File: src/sv/replicated_log_table_defines.svh
// assertion macros for the replicated log table
// expects clk and rst_n in the scope where a macro is used
`ifndef REPLICATED_LOG_TABLE_DEFINES_SVH
`define REPLICATED_LOG_TABLE_DEFINES_SVH

// same-cycle implication
`define RLT_ASSERT_NOW(lbl, ante, cons, msg) \
  lbl: assert property (@(posedge clk) disable iff (!rst_n) (ante) |-> (cons)) else $error(msg);

// next-cycle implication
`define RLT_ASSERT_NXT(lbl, ante, cons, msg) \
  lbl: assert property (@(posedge clk) disable iff (!rst_n) (ante) |=> (cons)) else $error(msg);

`endif

File: src/sv/rlt_ram.sv
// generic single-port-write, single-port-read ram with registered read
// no dependencies
module rlt_ram #(
  parameter int WIDTH = 32,
  parameter int DEPTH = 64
) (
  input  logic                     clk,
  input  logic                     we,
  input  logic [$clog2(DEPTH)-1:0] waddr,
  input  logic [WIDTH-1:0]         wdata,
  input  logic [$clog2(DEPTH)-1:0] raddr,
  output logic [WIDTH-1:0]         rdata
);

  logic [WIDTH-1:0] mem [DEPTH];

  always_ff @(posedge clk) begin
    if (we) begin
      mem[waddr] <= wdata;
    end
    rdata <= mem[raddr];
  end

endmodule
File: config.mk
export PLATFORM = sky130hd
export DESIGN_NAME = rlt_ram
export DESIGN_NICKNAME = d
export VERILOG_FILES = /design/src/sv/replicated_log_table_defines.svh /design/src/sv/rlt_ram.sv
export SDC_FILE = /design/constraint.sdc
export NUM_CORES = 2
export LEC_CHECK = 0
export BUFFER_PORTS_ARGS = -buffer_cell sky130_fd_sc_hd__buf_2
export CORE_MARGIN = 1
export CORE_UTILIZATION = 35
export DETAILED_ROUTE_END_ITERATION = 8
export HOLD_SLACK_MARGIN = 0.03
export SETUP_SLACK_MARGIN = 0.05
export SYNTH_ARGS = -nofsm -noshare
export SYNTH_HDL_FRONTEND = slang
export SYNTH_SLANG_ARGS = --single-unit
File: constraint.sdc
create_clock -name clk -period 4.2 [get_ports clk]
set_clock_uncertainty 0.1 [all_clocks]
set_input_delay 0.84 -clock clk [delete_from_list [all_inputs] [get_ports clk]]
set_output_delay 0.84 -clock clk [all_outputs]
set_load 0.05 [all_outputs]
==> out/results.ini <==
[clock_tree]
clk_latency_ns=0.85
htreeDepth=4
tritoncts=done
cts_buffers=205
clock_sinks=2080
cts_setup_buffers=0
root_buffer=clkbuf_16
post_cts_resized=0
cts_hold_buf=0
cts_buffer_depth=3
clkTransAtPathRegs_ns=0.06

[routing]
firstDrtPassIters=6
via_per_inst=5.46
remaining_drc_errors=0
route.detailed.wl_per_inst_um=30.8
drt_iter0_drc=4617
wl_mm=210
drtAntennaViolNets=0
vias=37200

[placement]
placed_cells=6419
gp_congestion=0.808
io_buffers=77
dpl.hpwl_mm=121

[critical_path]
r2r_end=rdata[31]
r2r_start=mem[63][31]
path_class=input port to flop
crit_fanout=49
r2r_cells=4
crit_path_start_kind=input port
crit_path_end_kind=flop
critPathRequiredTime_ns=4.78
crit_arrival_ns=3.99
r2r_setup_slack_ns=1.49

[sta]
hold_violations=0
rsz0062_at_grt=false
relSlewSlack=0.143
max_freq_mhz=294
worst_slew_pin_slew_ns=1.29
setup_viol=0
fin_crit_ns=3.41
timing.final.max_slew_violations=0
period_share=0.811

[synth]
syn_inst=3324
ys_ff_latch=2080
async_flop_share=0
yosysSeqAreaShare=0.791
ys.flop_type=edfxtp_1
yosys_warnings=0
ys_types=34
syn_nets=3370
synth_edf_count=2048
synthesis.area_um2=78500
avgSynthCellArea_um2=23.6

[power_and_ir_drop]
power.total_uw=43400
pwr-share-seq=0.532
combPwrFrac=0.055
peakVddDrop_uv=429
clkPwrFrac=0.413
power.internal_uw=33800
switching_share=0.221
power.density_nw_per_um2=476
p_leak_uw=0.0282
power.switching_uw=9580

[global_route]
grt_use_total=0.186
overflow=0
antenna_found_initial=26
grt_max_degree=65
grt_pass1_wl_mm=293
grt_pass1_vias=37800

[cells_and_area]
fill_cells=19300
layout-drive-gt1-share=0.314
layout_commonest_cell=edfxtp_1
fin_cells=6814
final_cell_mix=2048 x edfxtp_1, 544 x mux4_2, 205 x clkbuf_16
area_growth_pct=16.2
fin_nets=3697

[die]
start_util=0.353
die_area_um2=226000
die_w_um=476
die_h_um=476
core-area_um2=223000
ios=78
rows=173

[hold_path]
hp-start=wdata[2]
min_to=mem[36][2]
hold_depth=1
hold_path_class=input port to flop

[outcome]
status=completed

[flow_run]
drv_cap=0

## stage by stage
step                 util  hold WS, ns  worst slack [ns]  area (um2)  TNS (ns)
floorplan               -        0.563             0.100       78500         0
global placement    0.380        0.639          -0.00776       84600  -0.00776
detailed placement  0.380        0.623           -0.0233       84600   -0.0233
CTS                 0.410        0.230             0.893       91200         0
global route        0.410        0.247             0.876       91200         0
finish              0.410        0.290             0.793       91300         0
## synth_stat cells, types with 7 or more instances
cell type  count  area (um2)
nor3_1         7        35.0
o22ai_1       84         526
mux2i_1       93         931
nor2_1       137         514
nand2b_1       8        50.1
o221ai_1      27         236
nand2_1       26        97.6
clkbuf_1      74         278
mux4_2       544       12300
buf_2         57         285
buf_1         21        78.8
a21oi_1       62         310
a22oi_1       12        90.1
buf_4         25         188
edfxtp_1    2048       61500
dfxtp_1       32         641
a311oi_1       8        70.1
nor2b_1       15        93.8
## flip-flops by register name (all words and copies together) (netlist names)
register  count
mem        2048
rdata        32
## power groups by stage
stage | Clock [uW] | Combinational (uW) | Sequential (uW)
3_5_place_dp | 0 | 2420 | 23500
6_report | 17900 | 2400 | 23100
5_1_grt | 19000 | 2520 | 23100
2_1_floorplan | 0 | 1120 | 23600
4_1_cts | 18200 | 2420 | 23100
3_3_place_gp | 0 | 2390 | 23500
## how the worst max path moves through the flow
stage,start,endpoint,slack [ns],depth (start not counted)
floorplan,waddr[3],mem[48][0],0.10,4
global placement,raddr[1],rdata[31],-0.008,7
detailed placement,raddr[1],rdata[31],-0.02,7
CTS,raddr[1],rdata[31],0.89,7
global route,raddr[0],rdata[29],0.88,7
finish,raddr[1],rdata[31],0.79,7
## logic make-up (layout without fill, tap and decap cells)
logic type	count (synthesis)	count (layout)	synth area share
DFF	2080	2080	0.791
muxes	637	637	0.168
and+or+nand+nor	223	223	0.0127
AOI/OAI and AO/OA	202	202	0.0167
buffers and inverters	182	690	0.0113
other	0	7	0
## critical path, cell delays in order
cell and delay, ns:
buf_8 0.26, buf_12 0.34, buf_4 0.45, mux4_2 0.40
mux4_2 0.52, o22ai_1 0.95, nor2_1 0.13
## metal layers
layer,track usage,vias up,routed length (um)
met4,0.0539,10,5560
met2,0.298,1555,101000
li1,-,15000,-
met1,0.253,20400,85700
met3,0.0441,273,17500
met5,0,-,76
## area by class of cell
type | count | area [um2] | share of cell area
Sequential cell | 2080 | 62100 | 0.681
Multi-Input combinational cell | 1062 | 16000 | 0.175
Clock buffer | 271 | 5540 | 0.0607
Tap cell | 2975 | 3720 | 0.0408
Timing Repair Buffer | 302 | 2790 | 0.0305
Clock inverter | 117 | 1080 | 0.0119
Antenna cell | 7 | 17.5 | 0.000192
Note: power is estimated with default switching activity, not from simulation.
